$ cat src/rtl/tpsd_pkg.sv
// Package of the TGA pixel stream decoder: types, constants and pixel format functions.
// Used by every module of the decoder; depends on nothing.
`default_nettype none

package tpsd_pkg;

	localparam int PALETTE_SIZE     = 256;
	localparam int PAL_AW           = $clog2(PALETTE_SIZE);
	localparam int PIXEL_COUNT_BITS = 24;
	localparam int COUNT_W          = PIXEL_COUNT_BITS + 1;
	localparam int TOTAL_W          = 25;

	localparam logic [31:0] OPAQUE_BLACK = 32'hff00_0000;

	localparam logic [1:0] MODE_TRUE = 2'd0;
	localparam logic [1:0] MODE_GRAY = 2'd1;
	localparam logic [1:0] MODE_MAP  = 2'd2;

	localparam logic [2:0] REG_IMAGE_MODE  = 3'd0;
	localparam logic [2:0] REG_RLE_ENABLE  = 3'd1;
	localparam logic [2:0] REG_PIXEL_DEPTH = 3'd2;
	localparam logic [2:0] REG_MAP_DEPTH   = 3'd3;
	localparam logic [2:0] REG_MAP_FIRST   = 3'd4;
	localparam logic [2:0] REG_MAP_ENTRIES = 3'd5;
	localparam logic [2:0] REG_PIXEL_TOTAL = 3'd6;

	typedef enum logic [1:0] {
		PH_MAP    = 2'd0,
		PH_HEADER = 2'd1,
		PH_PIXEL  = 2'd2,
		PH_SPARE  = 2'd3
	} phase_t;

	typedef struct packed {
		logic [1:0]         image_mode;
		logic               rle_enable;
		logic [1:0]         pixel_depth_code;
		logic [1:0]         map_depth_code;
		logic [7:0]         map_first;
		logic [15:0]        map_entries;
		logic [TOTAL_W-1:0] pixel_total;
	} cfg_t;

	typedef struct packed {
		logic              wr_en;
		logic              clear;
		logic [PAL_AW-1:0] addr;
		logic [31:0]       data;
	} pal_wr_t;

	typedef struct packed {
		logic       from_gather;
		logic [7:0] gather_byte;
	} pal_rd_hint_t;

	typedef struct packed {
		logic        valid;
		logic [31:0] pixel_argb;
		logic [7:0]  repeat_count;
		logic        last_pixel;
	} result_t;

	function automatic logic [31:0] widen(input logic [1:0] code, input logic [31:0] v);
		logic [31:0] rgb;
		logic [31:0] res;
		rgb = {8'h00, v[14:10], 3'b000, v[9:5], 3'b000, v[4:0], 3'b000};
		unique case (code)
			2'd0: res = OPAQUE_BLACK | rgb;
			2'd1: res = (v[15] ? OPAQUE_BLACK : 32'h0) | rgb;
			2'd2: res = OPAQUE_BLACK | {8'h00, v[23:0]};
			default: res = v;
		endcase
		return res;
	endfunction

	function automatic logic [2:0] depth_bytes(input logic [1:0] code);
		return (code < 2'd2) ? 3'd2 : {1'b0, code} + 3'd1;
	endfunction

endpackage

`default_nettype wire

$ cat src/rtl/tpsd_cfg_regs.sv
// Configuration register bank of the TGA pixel stream decoder.
// Depends on tpsd_pkg for the register indexes and the cfg_t type.
`default_nettype none

module tpsd_cfg_regs (
	input  wire logic                         clk,
	input  wire logic                         arst_n,
	input  wire logic                         wr_en,
	input  wire logic [2:0]                   wr_index,
	input  wire logic [tpsd_pkg::TOTAL_W-1:0] wr_data,
	output tpsd_pkg::cfg_t                    cfg
);

	tpsd_pkg::cfg_t cfg_q;

	always_ff @(posedge clk or negedge arst_n) begin
		if (!arst_n) begin
			cfg_q.image_mode       <= tpsd_pkg::MODE_TRUE;
			cfg_q.rle_enable       <= 1'b0;
			cfg_q.pixel_depth_code <= 2'd2;
			cfg_q.map_depth_code   <= 2'd2;
			cfg_q.map_first        <= '0;
			cfg_q.map_entries      <= '0;
			cfg_q.pixel_total      <= tpsd_pkg::TOTAL_W'(1);
		end else if (wr_en) begin
			unique case (wr_index)
				tpsd_pkg::REG_IMAGE_MODE:  cfg_q.image_mode       <= wr_data[1:0];
				tpsd_pkg::REG_RLE_ENABLE:  cfg_q.rle_enable       <= wr_data[0];
				tpsd_pkg::REG_PIXEL_DEPTH: cfg_q.pixel_depth_code <= wr_data[1:0];
				tpsd_pkg::REG_MAP_DEPTH:   cfg_q.map_depth_code   <= wr_data[1:0];
				tpsd_pkg::REG_MAP_FIRST:   cfg_q.map_first        <= wr_data[7:0];
				tpsd_pkg::REG_MAP_ENTRIES: cfg_q.map_entries      <= wr_data[15:0];
				tpsd_pkg::REG_PIXEL_TOTAL: cfg_q.pixel_total      <= wr_data;
				default: ;
			endcase
		end
	end

	assign cfg = cfg_q;

endmodule

`default_nettype wire

$ cat config.mk
export PLATFORM = sky130hd
export DESIGN_NAME = tpsd_cfg_regs
export DESIGN_NICKNAME = d
export VERILOG_FILES = /design/src/rtl/tpsd_pkg.sv /design/src/rtl/tpsd_cfg_regs.sv
export SDC_FILE = /design/constraint.sdc
export NUM_CORES = 1
export LEC_CHECK = 0
export BUFFER_PORTS_ARGS = -buffer_cell sky130_fd_sc_hd__clkbuf_2
export CAP_MARGIN = 20
export CORE_MARGIN = 2
export CORE_UTILIZATION = 50
export CTS_BUF_LIST = sky130_fd_sc_hd__clkbuf_16
export CTS_CLUSTER_DIAMETER = 100
export DETAILED_ROUTE_END_ITERATION = 7
export GPL_TIMING_DRIVEN = 1
export PLACE_DENSITY_LB_ADDON = 0.05
export SLEW_MARGIN = 10
export SYNTH_ARGS = -nofsm -noshare
export SYNTH_HDL_FRONTEND = slang
export SYNTH_SLANG_ARGS = --single-unit
$ cat constraint.sdc
create_clock -name clk -period 1.6 [get_ports clk]
set_clock_uncertainty 0.1 [all_clocks]
set_input_delay 0.4 -clock clk [delete_from_list [all_inputs] [get_ports clk]]
set_output_delay 0.4 -clock clk [all_outputs]
set_load 0.01 [all_outputs]
==> summary.md <==
| Metric | Value |
|---|---|
| Setup repair bufs after CTS | `0` |
| Floorplan row count | `23` |
| Vias in the first global route | `1,514` |
| Wirelength per Cell | `15.2 µm` |
| Die Area | `4840 µm²` |
| Crit path max fanout | `2` |
| CTS max path bufs | `2` |
| Final #Nets | `247` |
| Max_cap viols | `0` |
| Gp weighted congestion | `0.767` |
| DR iter-0 viols | `30` |
| Critical Path RT | `1.10 ns` |
| Number of flops mapped to enable cells by yosys | `0` |
| TritonCTS clock tree | `built` |
| IO Count | `87` |
| Hold crit path type | `primary input to async pin` |
| Crit. End Element | `output pin` |
| Die width | `69.6 µm` |
| Crit-path cells | `clkbuf_2` |
| Worst Path Buf+Inv | `1` |
| CORE AREA | `4060 µm²` |
| Routed vias | `1,367` |
| DRC viols | `0` |
| CP arrival | `0.94 ns` |
| Area contributors post-synth | `dfrtp_1 (62%), mux2_2 (29%), dfstp_2 (3.7%)` |
| Pwr dens | `1340 nW/µm²` |
| Largest register FFs | `56` |
| Tmin final | `1.44 ns` |
| Clk Tree Root Cell | `clkbuf_16` |
| Yosys reg bits | `56` |
| CTS Hold Bufs | `0` |
| Hpwl dp | `2980 µm` |
| DP Area | `2690 µm²` |
| Port bufs | `86` |
| H-Tree Depth | `2` |
| Max Freq | `0.694 GHz` |
| Post-CTS sizing | `0` |
| Hold_ws | `0.00675 ns` |
| Cell family with most CP delay | `flip-flops` |
| Max VDD drop | `0.846 mV` |
| Fraction of layout instances using a drive strength above 1 | `0.736` |
| Cell count after placement | `259` |
| # fillers | `315` |
| All-Layer GR Usage | `0.190` |
| Lkg Pwr | `1.41 nW` |
| Top FF cell, synth | `dfrtp_1` |
| Final Max Tran Viols | `0` |
| Final wirelength | `4050 µm` |
| ANT cells | `0` |
| Largest net degree at the start of global routing | `57` |
| Yosys top cell area share | `0.617` |
| Final setup fails | `0` |
| Instance count of the mapped netlist | `123` |
| Worst slew pin tran | `0.429 ns` |
| Final Non-Filler Cells | `266` |
| Via density | `5.14` |
| Crit path largest cell delay | `0.53 ns` |
| Most instantiated library cell after synthesis | `mux2_2` |
| Initial antenna violation count | `0` |
| CTS Buf Count | `5` |
| Synth top cells by count | `mux2_2 (56), dfrtp_1 (53), and4bb_2 (3), buf_4 (3), dfstp_2 (3)` |
| Syn Nets | `154` |
| Global-route wire length before repair | `7210 µm` |
| Status | `completed` |
| Syn. warnings | `0` |
| Mapped Area | `2150 µm²` |
| Die Y | `69.6 µm` |
| Worst-skew pair later-pin latency | `0.28 ns` |
| Post-route ant nets | `0` |
| Netlist cell types | `9` |
| Rel. slew slack | `0.710` |
| Largest area contributor in the netlist | `dfrtp_1` |
| Worst-path clk slew | `0.06 ns` |
| Congestion Overflow GR | `0` |
| RSZ-0062 raised after global routing | `false` |
| Syn avg cell area | `17.5 µm²` |
| Initial core utilization | `0.529` |
| DR pass1 iterations | `2` |
| Final instance area | `2830 µm²` |
| Crit start category | `flop` |
| P&R area growth vs syn | `31.6%` |
| Clock sinks | `56` |
| Register area share after synthesis | `0.654` |
| Async SR Flop Fraction | `1.00` |
| Critical path type | `flop to output pin` |
| Final hold violations | `0` |
| Final period util | `0.900` |
| Critical path's slowest cell | `dfstp_2` |
[worst paths after layout]
path	start	end	slack, ns	cells past startpoint
hold reg to reg	cfg[11]	cfg[11]	0.40	1
max in group asynchronous	arst_n	cfg[52]	1.09	2
min in group clk	wr_data[16]	cfg[16]	0.24	2
setup reg to reg	cfg[39]	cfg[39]	0.73	1
setup / recovery	cfg[0]	cfg[0]	0.16	1
hold / removal	arst_n	cfg[37]	0.007	2
[layout by cell type, fill, tap and decap left out]
cell	synthesis	layout
clkbuf_2	0	86
mux2_2	56	56
dfrtp_1	53	53
clkbuf_16	0	5
buf_12	0	4
and4bb_2	3	3
dfstp_2	3	3
nand4b_2	2	2
clkinv_1	0	2
nor4b_1	1	1
nand4b_1	1	1
[final cells by class]
type	count	area [µm²]	area share
timing repair buffer	90	510	0.181
tap	50	62.6	0.0221
clock inverter	2	7.51	0.00266
sequential	56	1410	0.497
clock buffer	5	125	0.0443
multi-input combinational	63	716	0.253
[stage by stage]
stage | TNS (ns) | utilization | total power [mW] | worst slack (ns)
after global placement | 0 | 0.664 | 2.79 | 0.0266
after CTS | 0 | 0.697 | 3.85 | 0.144
after global routing | 0 | 0.697 | 4.02 | 0.111
final | 0 | 0.697 | 3.79 | 0.159
after floorplan | 0 | - | 2.36 | 0.211
after detailed placement | -0.0129 | 0.664 | 2.84 | -0.00718
[logic make-up (layout without fill, tap and decap cells)]
group	after synthesis	after routing	synth area share
simple gates	7	7	0.0396
flops	56	56	0.654
mux	56	56	0.294
buf+inv	4	97	0.0128
[power breakdown]
group / switching [mW] / leakage, nW / internal [mW]
Sequential: 0.155 / 0.668 / 1.74
Combinational: 0.421 / 0.674 / 0.478
Clock: 0.430 / 0.0648 / 0.560
[metal layers]
metal	global-route usage	part of all wire
met4	0.0784	0.023
met2	0.312	0.48
met5	0	0
met3	0.0669	0.081
met1	0.227	0.42
No activity file was read; power rests on OpenSTA's default activity.
