## src/rtl/tpsd_pkg.sv

```systemverilog
// Package of the TGA pixel stream decoder: types, constants and pixel format functions.
// Used by every module of the decoder; depends on nothing.
`default_nettype none

package tpsd_pkg;

	localparam int PALETTE_SIZE     = 256;
	localparam int PAL_AW           = $clog2(PALETTE_SIZE);
	localparam int PIXEL_COUNT_BITS = 24;
	localparam int COUNT_W          = PIXEL_COUNT_BITS + 1;
	localparam int TOTAL_W          = 25;

	localparam logic [31:0] OPAQUE_BLACK = 32'hff00_0000;

	localparam logic [1:0] MODE_TRUE = 2'd0;
	localparam logic [1:0] MODE_GRAY = 2'd1;
	localparam logic [1:0] MODE_MAP  = 2'd2;

	localparam logic [2:0] REG_IMAGE_MODE  = 3'd0;
	localparam logic [2:0] REG_RLE_ENABLE  = 3'd1;
	localparam logic [2:0] REG_PIXEL_DEPTH = 3'd2;
	localparam logic [2:0] REG_MAP_DEPTH   = 3'd3;
	localparam logic [2:0] REG_MAP_FIRST   = 3'd4;
	localparam logic [2:0] REG_MAP_ENTRIES = 3'd5;
	localparam logic [2:0] REG_PIXEL_TOTAL = 3'd6;

	typedef enum logic [1:0] {
		PH_MAP    = 2'd0,
		PH_HEADER = 2'd1,
		PH_PIXEL  = 2'd2,
		PH_SPARE  = 2'd3
	} phase_t;

	typedef struct packed {
		logic [1:0]         image_mode;
		logic               rle_enable;
		logic [1:0]         pixel_depth_code;
		logic [1:0]         map_depth_code;
		logic [7:0]         map_first;
		logic [15:0]        map_entries;
		logic [TOTAL_W-1:0] pixel_total;
	} cfg_t;

	typedef struct packed {
		logic              wr_en;
		logic              clear;
		logic [PAL_AW-1:0] addr;
		logic [31:0]       data;
	} pal_wr_t;

	typedef struct packed {
		logic       from_gather;
		logic [7:0] gather_byte;
	} pal_rd_hint_t;

	typedef struct packed {
		logic        valid;
		logic [31:0] pixel_argb;
		logic [7:0]  repeat_count;
		logic        last_pixel;
	} result_t;

	function automatic logic [31:0] widen(input logic [1:0] code, input logic [31:0] v);
		logic [31:0] rgb;
		logic [31:0] res;
		rgb = {8'h00, v[14:10], 3'b000, v[9:5], 3'b000, v[4:0], 3'b000};
		unique case (code)
			2'd0: res = OPAQUE_BLACK | rgb;
			2'd1: res = (v[15] ? OPAQUE_BLACK : 32'h0) | rgb;
			2'd2: res = OPAQUE_BLACK | {8'h00, v[23:0]};
			default: res = v;
		endcase
		return res;
	endfunction

	function automatic logic [2:0] depth_bytes(input logic [1:0] code);
		return (code < 2'd2) ? 3'd2 : {1'b0, code} + 3'd1;
	endfunction

endpackage

`default_nettype wire

```

## src/rtl/tpsd_decode.sv

```systemverilog
// Decode state and single-pass step logic: palette loading, packet headers and pixels.
// Depends on tpsd_pkg for the types, the constants and the pixel format functions.
`default_nettype none

module tpsd_decode (
	input  wire logic                 clk,
	input  wire logic                 arst_n,
	input  wire tpsd_pkg::cfg_t       cfg,
	input  wire logic                 step_en,
	input  wire logic [7:0]           byte_in,
	input  wire logic [31:0]          pal_rdata,
	output tpsd_pkg::pal_wr_t         pal_wr,
	output tpsd_pkg::pal_rd_hint_t    rd_hint,
	output tpsd_pkg::result_t         result
);

	localparam int CW = tpsd_pkg::COUNT_W;
	localparam logic [CW-1:0] LIMIT = CW'(1) << tpsd_pkg::PIXEL_COUNT_BITS;

	tpsd_pkg::phase_t phase_q, phase_d;
	logic [31:0]      bg_q, bg_d;
	logic [1:0]       pos_q, pos_d;
	logic [7:0]       pl_q, pl_d;
	logic             run_q, run_d;
	logic [CW-1:0]    done_q, done_d;
	logic [15:0]      loaded_q, loaded_d;

	logic [CW-1:0] teff;
	logic [CW-1:0] left;
	logic          end_img;

	always_comb begin
		if (cfg.pixel_total == '0) begin
			teff = CW'(1);
		end else if (CW'(cfg.pixel_total) > LIMIT) begin
			teff = LIMIT;
		end else begin
			teff = CW'(cfg.pixel_total);
		end
		left = (teff > done_q) ? teff - done_q : CW'(1);
	end

	always_comb begin
		logic          map_act;
		logic [31:0]   g;
		logic [31:0]   bg_base;
		logic [1:0]    pos_base;
		logic [7:0]    pl_base;
		logic          run_base;
		logic [7:0]    pl0;
		logic [7:0]    rep;
		logic [7:0]    cnt;
		logic [2:0]    pbytes;
		logic [16:0]   idx;
		logic [7:0]    g8;
		logic [31:0]   value;
		logic [CW-1:0] done_new;
		logic          in_map_phase;

		phase_d  = phase_q;
		bg_d     = bg_q;
		pos_d    = pos_q;
		pl_d     = pl_q;
		run_d    = run_q;
		done_d   = done_q;
		loaded_d = loaded_q;
		end_img  = 1'b0;
		pal_wr   = '0;
		result   = '0;

		in_map_phase = (phase_q == tpsd_pkg::PH_MAP) || (phase_q == tpsd_pkg::PH_SPARE);
		map_act      = in_map_phase && (cfg.image_mode == tpsd_pkg::MODE_MAP)
		               && (loaded_q < cfg.map_entries);
		idx          = 17'(cfg.map_first) + 17'(loaded_q);
		cnt          = {1'b0, byte_in[6:0]} + 8'd1;
		pbytes       = ((cfg.image_mode == tpsd_pkg::MODE_GRAY)
		               || (cfg.image_mode == tpsd_pkg::MODE_MAP))
		               ? 3'd1 : tpsd_pkg::depth_bytes(cfg.pixel_depth_code);

		if (in_map_phase || (phase_q == tpsd_pkg::PH_HEADER && !cfg.rle_enable)) begin
			bg_base  = '0;
			pos_base = '0;
			pl_base  = 8'd1;
			run_base = 1'b0;
		end else begin
			bg_base  = bg_q;
			pos_base = pos_q;
			pl_base  = pl_q;
			run_base = run_q;
		end
		g   = bg_base | (32'(byte_in) << {pos_base, 3'b000});
		g8  = g[7:0];
		pl0 = (pl_base == '0) ? 8'd1 : pl_base;
		rep = run_base ? pl0 : 8'd1;
		if (CW'(rep) > left) begin
			rep = left[7:0];
		end
		done_new = done_q + CW'(rep);

		if ({1'b0, g8} < 9'(tpsd_pkg::PALETTE_SIZE)) begin
			value = pal_rdata;
		end else begin
			value = tpsd_pkg::OPAQUE_BLACK;
		end
		if (cfg.image_mode == tpsd_pkg::MODE_GRAY) begin
			value = tpsd_pkg::OPAQUE_BLACK | {8'h00, g8, g8, g8};
		end else if (cfg.image_mode != tpsd_pkg::MODE_MAP) begin
			value = tpsd_pkg::widen(cfg.pixel_depth_code, g);
		end

		if (map_act) begin
			g = bg_q | (32'(byte_in) << {pos_q, 3'b000});
			if ({1'b0, pos_q} + 3'd1 >= tpsd_pkg::depth_bytes(cfg.map_depth_code)) begin
				pal_wr.wr_en = step_en && (idx < 17'(tpsd_pkg::PALETTE_SIZE));
				pal_wr.addr  = idx[tpsd_pkg::PAL_AW-1:0];
				pal_wr.data  = tpsd_pkg::widen(cfg.map_depth_code, g);
				loaded_d     = loaded_q + 16'd1;
				bg_d         = '0;
				pos_d        = '0;
			end else begin
				bg_d  = g;
				pos_d = pos_q + 2'd1;
			end
		end else if ((in_map_phase || phase_q == tpsd_pkg::PH_HEADER) && cfg.rle_enable) begin
			pl_d    = (CW'(cnt) > left) ? left[7:0] : cnt;
			run_d   = byte_in[7];
			phase_d = tpsd_pkg::PH_PIXEL;
			bg_d    = '0;
			pos_d   = '0;
		end else if ({1'b0, pos_base} + 3'd1 < pbytes) begin
			bg_d    = g;
			pos_d   = pos_base + 2'd1;
			pl_d    = pl_base;
			run_d   = run_base;
			phase_d = tpsd_pkg::PH_PIXEL;
		end else begin
			result.valid        = 1'b1;
			result.pixel_argb   = value;
			result.repeat_count = rep;
			result.last_pixel   = done_new >= teff;
			bg_d                = '0;
			pos_d               = '0;
			run_d               = run_base;
			pl_d                = run_base ? 8'd0 : pl0 - 8'd1;
			done_d              = done_new;
			if (done_new >= teff) begin
				end_img  = 1'b1;
				phase_d  = tpsd_pkg::PH_MAP;
				pl_d     = '0;
				run_d    = 1'b0;
				done_d   = '0;
				loaded_d = '0;
			end else if (pl_d == '0) begin
				phase_d = tpsd_pkg::PH_HEADER;
			end else begin
				phase_d = tpsd_pkg::PH_PIXEL;
			end
		end
		pal_wr.clear = step_en && end_img;
	end

	always_ff @(posedge clk or negedge arst_n) begin
		if (!arst_n) begin
			phase_q  <= tpsd_pkg::PH_MAP;
			bg_q     <= '0;
			pos_q    <= '0;
			pl_q     <= '0;
			run_q    <= 1'b0;
			done_q   <= '0;
			loaded_q <= '0;
		end else if (step_en) begin
			phase_q  <= phase_d;
			bg_q     <= bg_d;
			pos_q    <= pos_d;
			pl_q     <= pl_d;
			run_q    <= run_d;
			done_q   <= done_d;
			loaded_q <= loaded_d;
		end
	end

	// The index of the next pixel comes from the gathered bytes when a gather is in progress.
	always_comb begin
		if (step_en) begin
			rd_hint.from_gather = (phase_d == tpsd_pkg::PH_PIXEL) && (pos_d != '0);
			rd_hint.gather_byte = bg_d[7:0];
		end else begin
			rd_hint.from_gather = (phase_q == tpsd_pkg::PH_PIXEL) && (pos_q != '0);
			rd_hint.gather_byte = bg_q[7:0];
		end
	end

endmodule

`default_nettype wire

```

## config.mk

```make
export PLATFORM = sky130hd
export DESIGN_NAME = tpsd_decode
export DESIGN_NICKNAME = d
export VERILOG_FILES = /design/src/rtl/tpsd_pkg.sv /design/src/rtl/tpsd_decode.sv
export SDC_FILE = /design/constraint.sdc
export NUM_CORES = 1
export LEC_CHECK = 0
export BUFFER_PORTS_ARGS = -buffer_cell sky130_fd_sc_hd__buf_2
export CELL_PAD_IN_SITES_DETAIL_PLACEMENT = 2
export CELL_PAD_IN_SITES_GLOBAL_PLACEMENT = 2
export CORE_ASPECT_RATIO = 1.2
export CORE_MARGIN = 10
export CORE_UTILIZATION = 35
export DETAILED_ROUTE_END_ITERATION = 10
export GPL_TIMING_DRIVEN = 0
export MAX_ROUTING_LAYER = met4
export PLACE_DENSITY = 0.91
export SETUP_SLACK_MARGIN = 0.4
export SLEW_MARGIN = 10
export SYNTH_ARGS = -nofsm -noshare
export SYNTH_HDL_FRONTEND = slang
export SYNTH_SLANG_ARGS = --single-unit
```

## constraint.sdc

```tcl
create_clock -name clk -period 20.8 [get_ports clk]
set_input_delay 1.04 -clock clk [delete_from_list [all_inputs] [get_ports clk]]
set_output_delay 1.04 -clock clk [all_outputs]
set_load 0.05 [all_outputs]
```

==> impl_metrics.toml, run 1 <==
[clocking]
insertion_delay_ns = 0.38
clockBufferDepth = 2
cts_sinks = 86
post_cts_buffers = 0
cts_made_buffers = 9
cts-resized-gates = 0
root_buffer = "clkbuf_16"
clk_pin_slew_worst_paths_ns = 0.07
cts_tree = "yes"
ctsHtreeMaxLevel = 3
cts_hold_buf = 0

[synthesis]
synth_seq_cells = 86
seq_area_frac_synth = 0.2071
async_flop_share = 1.000
post-synth-top-area-cell = "dfrtp_1"
synth-edff-count = 0
syn_avg_cell_area_sq_um = 7.466
synth_area_sq_um = 10390
yosysWarnings = 0
synth_cells = 1392
synth_flop_cell = "dfrtp_1"
synth_top_area_frac = 0.2071
synth_cell_types = 79
syn_nets = 1608
synth_area_leaders = "dfrtp_1 (21%), ha_1 (14%), a21oi_1 (5.7%)"

[route]
drt_wl_total_um = 51340
vias_per_cell = 6.188
via_count = 12280
final_antenna_net_count = 0
drc = 0
first_iter_violations = 760
post_drt_wl_per_cell_um = 25.88
dr.pass1.iters = 6

[global_route]
overflow = 0
grt_pass1_vias = 14040
grt.total_usage = 0.2765
grt_antenna_before_repair = 0
grt_pass1_wl_um = 79500
grt_start_max_net_pins = 60

[job]
cap_violations = 0

[placed_design]
hpwl_um = 41560
pre_cts_slack_ns = 5.206
dpl_cell_area_sq_um = 11840
io_buffers = 185
place.gp.congestion = 0.9204

[sta]
max_slew.worst_pin.slew_ns = 1.082
hold_violations = 0
fin_crit_sh = 0.7500
fmax_mhz = 64.10
fin_skew_ns = 0.01633
slew_viol_final = 0
slew_headroom = 0.2734
setup_tns_ns = 0
setup_viol = 0
setup_ws_ns = 5.199
rsz0062_at_grt = "false"
period_needed_ns = 15.60

[critical_path]
endpoint_kind = "output pin"
path_class = "in -> out"
critPathLaunchType = "input pin"
r2r-start = "done_q[8]"
cp.required_ns = 19.76
critPathArrivalTime_ns = 14.56
critPathTopFamily = "compound AO/OA/AOI/OAI gates"
crit_path_max_incr_delay_ns = 0.88
cp_max_fo = 10
critPathSlowestCell = "a221oi_1"
worstSetupStartpoint = "cfg[12]"
cp.buffers_inverters = 8
path_common_cell = "clkbuf_1"

[finish]
fin_nets = 1805
synthToLayoutAreaGrowth_pct = 16.96
final_common_cell = "buf_2"
drive_gt1_frac = 0.1443
design_area_sq_um = 12160
mostFrequentLayoutCells = "buf_2 (189), nand2_1 (144), nor2_1 (123)"
n_antenna_cell = 0

[power]
comb_power_share = 0.738
pwr-share-clk = 0.108
power_mw = 1.675
ir_drop_mv = 0.08199
seqPwrFrac = 0.155
p_leak_nw = 5.870
internal-power_mw = 0.6542
p_sw_frac = 0.6094
switchingPower_mw = 1.021
p_per_area_nw_per_um2 = 137.8

[min_path]
min_from = "bg_q[25]"
hold_class = "reg -> reg"

[floorplanning]
die_x_um = 177.3
rows = 69
die-area_sq_um = 37010
io_pins = 192
start_util = 0.3530
die_h_um = 208.8
core_sq_um = 29440

[run_status]
status = "completed"
Yosys cell counts, types with 12 or more instances:
master / n
a211oi_1: 42
a21o_1: 28
a21oi_1: 118
a221oi_1: 19
a22o_1: 17
a22oi_1: 15
a31oi_1: 15
and2_1: 16
and3_1: 21
clkbuf_1: 63
dfrtp_1: 86
ha_1: 114
inv_1: 99
nand2_1: 144
nand2b_1: 14
nand3_1: 45
nand4_1: 24
nor2_1: 123
nor2b_1: 12
nor3_1: 23
nor4_1: 15
o21a_1: 14
o21ai_0: 75
o21bai_1: 15
o2bb2ai_1: 18
or3_1: 15
xnor2_1: 36
xor2_1: 24
metal layers:
metal | GRT usage | share of wire | vias up
li1 | - | - | 5508
met1 | 0.2778 | 0.38 | 6145
met2 | 0.5026 | 0.52 | 461
met3 | 0.04113 | 0.050 | 162
met4 | 0.1494 | 0.051 | 0
met5 | - | 0 | -
state kept, by name (all words and copies together), names as in the netlist:
| signal | cells |
|---|---|
| done_q | 25 |
| phase_q | 2 |
| bg_q | 32 |
| loaded_q | 16 |
| pos_q | 2 |
| run_q | 1 |
| pl_q | 8 |
layout make-up:
type                       instances  area, sq um
fill                            3501        17280
multi-input combinational       1130         7565
sequential                        86         2152
timing repair buffer             186        955.9
tap                              390        488.0
inverter                         103        386.6
buffer                            73        299.0
clock buffer                      11        252.7
clock inverter                     5        56.30
logic make-up after synthesis:
logic type / synth area share
simple gates: 0.2200
flops: 0.2071
xor+xnor: 0.05057
compound gates: 0.3026
fa+ha+maj: 0.1430
mux: 0.01084
buf+inv: 0.06598
final timing paths:
path | to | slack [ns] | cells past startpoint
max in group asynchronous | bg_q[10] | 19.51 | 2
min | bg_q[25] | 0.49 | 1
max reg2reg | loaded_q[6] | 8.58 | 40
min reg2reg | bg_q[25] | 0.49 | 1
max | pal_wr[40] | 5.20 | 45
min in group asynchronous | loaded_q[2] | 0.60 | 1
power by group through the flow:
stage / clock, mW / sequential (mW) / combinational [mW]
3_3_place_gp: 0 / 0.252 / 1.13
6_report: 0.180 / 0.259 / 1.24
4_1_cts: 0.179 / 0.256 / 1.22
5_1_grt: 0.186 / 0.263 / 1.32
2_1_floorplan: 0 / 0.240 / 0.829
3_5_place_dp: 0 / 0.258 / 1.20
worst reg2reg max path, delay by kind of cell, from the launching register on:
family | cells | cell delay [ns]
flops | 1 | 0.51
buf+inv | 6 | 2.18
simple gates | 13 | 2.72
fa+ha+maj | 4 | 1.41
compound gates | 16 | 5.16
xor+xnor | 1 | 0.10
metrics by stage:
step,hold slack [ns],instances,utilization
2_1_floorplan,0.4569,1392,-
3_3_place_gp,0.4713,1967,0.4010
3_5_place_dp,0.4747,1968,0.4022
4_1_cts,0.4974,1984,0.4127
5_1_grt,0.5110,1984,0.4129
6_report,0.4944,1984,0.4129
No activity file was read; power rests on OpenSTA's default activity.
==> run 2: changes to the inputs <==
- CORE_UTILIZATION: 35 -> 33
- PLACE_DENSITY: 0.91 -> 0.87
- clock period: 20.8 -> 14.5 ns (I/O delays scaled with it)
==> impl_metrics.toml, run 2 (synthesis gave the netlist of run 1 again) <==
[sta]
fin_crit_sh = 0.9137
fmax_mhz = 75.48
slew_headroom = 0.3099
rsz0062_at_grt = "true"
period_needed_ns = 13.25
slew_viol_final = 0
hold_violations = 0
setup_viol = 0
hold_slack_ns = 0.3511
max_slew.worst_pin.slew_ns = 1.027
fin_skew_ns = 0.01036

[floorplanning]
die_x_um = 182
rows = 71
die_h_um = 214.4
start_util = 0.3333
die-area_sq_um = 39020
core_sq_um = 31180
io_pins = 192

[min_path]
hold_class = "in -> async"

[finish]
synthToLayoutAreaGrowth_pct = 18.01
top_regs = "bg_q: 32 flops, done_q: 25 flops, loaded_q: 16 flops"
drive_gt1_frac = 0.1512
layoutNonFillerInstCount = 1996
fin_nets = 1805
regMostFlops = "bg_q"
fillerInstances = 3696
mostFrequentLayoutCells = "buf_2 (189), nand2_1 (144), nor2_1 (123)"
largest_register_ffs = 32
final_common_cell = "buf_2"

[clocking]
cts_hold_buf = 0
clockBufferDepth = 2
root_buffer = "clkbuf_16"
clk_pin_slew_worst_paths_ns = 0.07
cts_tree = "yes"
cts_made_buffers = 9
cts_sinks = 86
ctsHtreeMaxLevel = 3
insertion_delay_ns = 0.37

[route]
via_count = 12060
drc = 0
dr.pass1.iters = 5
post_drt_wl_per_cell_um = 24.95
drt_wl_total_um = 49790
first_iter_violations = 651
final_antenna_net_count = 0
vias_per_cell = 6.042

[critical_path]
r2r_cells = 43
critPathLaunchType = "input pin"
cp_max_fo = 10
crit_path_max_incr_delay_ns = 0.44
endpoint_kind = "output pin"
path_class = "in -> out"
critPathArrivalTime_ns = 12.52
cp.required_ns = 13.78
ff2ff_setup_slack_ns = 3.21
critPathSlowestCell = "a41oi_1"

[global_route]
grt_pass1_vias = 13840
overflow = 0
grt_antenna_before_repair = 1
grt_start_max_net_pins = 47
grt.total_usage = 0.2550
grt_pass1_wl_um = 78670

[power]
p_per_area_nw_per_um2 = 196.1
ir_drop_mv = 0.1360
p_leak_nw = 5.923

[placed_design]
io_buffers = 185
place.gp.congestion = 0.9667
hpwl_um = 40090
dp_cells = 1979

[job]
cap_violations = 0

[run_status]
status = "completed"
==> run 2: cell count changes in the layout (fill, tap and decap cells not counted), moves of 2 or more <==
cell,previous run,this run
clkbuf_1,63,58
clkbuf_2,0,5
nor4_1,15,13
nor4_2,0,2
==> run 2: routing by layer <==
| layer | part of all wire | GRT usage |
|---|---|---|
| met1 | 0.39 | 0.2680 |
| met4 | 0.045 | 0.1203 |
| met2 | 0.53 | 0.4613 |
| met3 | 0.039 | 0.03241 |
| met5 | 0 | - |
==> run 2: worst paths after layout <==
check                           from     endpoint
min reg2reg                 bg_q[27]     bg_q[27]
max in group asynchronous     arst_n    done_q[5]
min                           arst_n  loaded_q[1]
min in group clk            bg_q[27]     bg_q[27]
max                          cfg[12]   pal_wr[40]
max reg2reg                done_q[8]      pl_q[2]
==> run 2: layout make-up <==
class / count / area (sq um) / area share
clock buffers: 12 / 266.5 / 0.02173
multi-input cells: 1130 / 7617 / 0.6211
repair buffers: 186 / 955.9 / 0.07794
well taps: 401 / 501.7 / 0.04091
inverters: 103 / 386.6 / 0.03152
flip-flops and latches: 86 / 2152 / 0.1755
clock inverters: 4 / 76.32 / 0.006223
plain buffers: 73 / 305.3 / 0.02489
diodes: 1 / 2.502 / 0.0002040
==> run 2: critical path: cells and delay by family <==
family	cells	cell delay (ns)
compound gates	19	5.10
simple gates	13	2.65
buf+inv	8	2.15
fa+ha+maj	5	1.54
mux	1	0.23
xor+xnor	1	0.08
==> run 2: power by group <==
part	internal [mW]	leakage (nW)	switching, mW
sequential	0.301	1.16	0.0679
clock	0.166	0.171	0.113
combinational	0.494	4.59	1.26
==> run 2: what timing repair did <==
| item | 4_1_cts | 5_1_grt |
|---|---|---|
| resized for setup | 8 | 11 |
| setup endpoints to repair | 3 | 3 |
| setup buffers | 0 | 0 |
==> run 2: metrics by stage <==
step	setup TNS (ns)	util	setup WS [ns]	power (mW)	instance area, sq um
after floorplan	0	-	3.364	1.535	10390
after global placement	-0.08253	0.3791	-0.08253	1.994	11820
after detailed placement	-0.6251	0.3800	-0.4598	2.072	11850
after CTS	0	0.3923	0.5052	2.386	12230
after global routing	0	0.3933	0.3385	2.570	12260
final	0	0.3933	1.251	2.406	12260
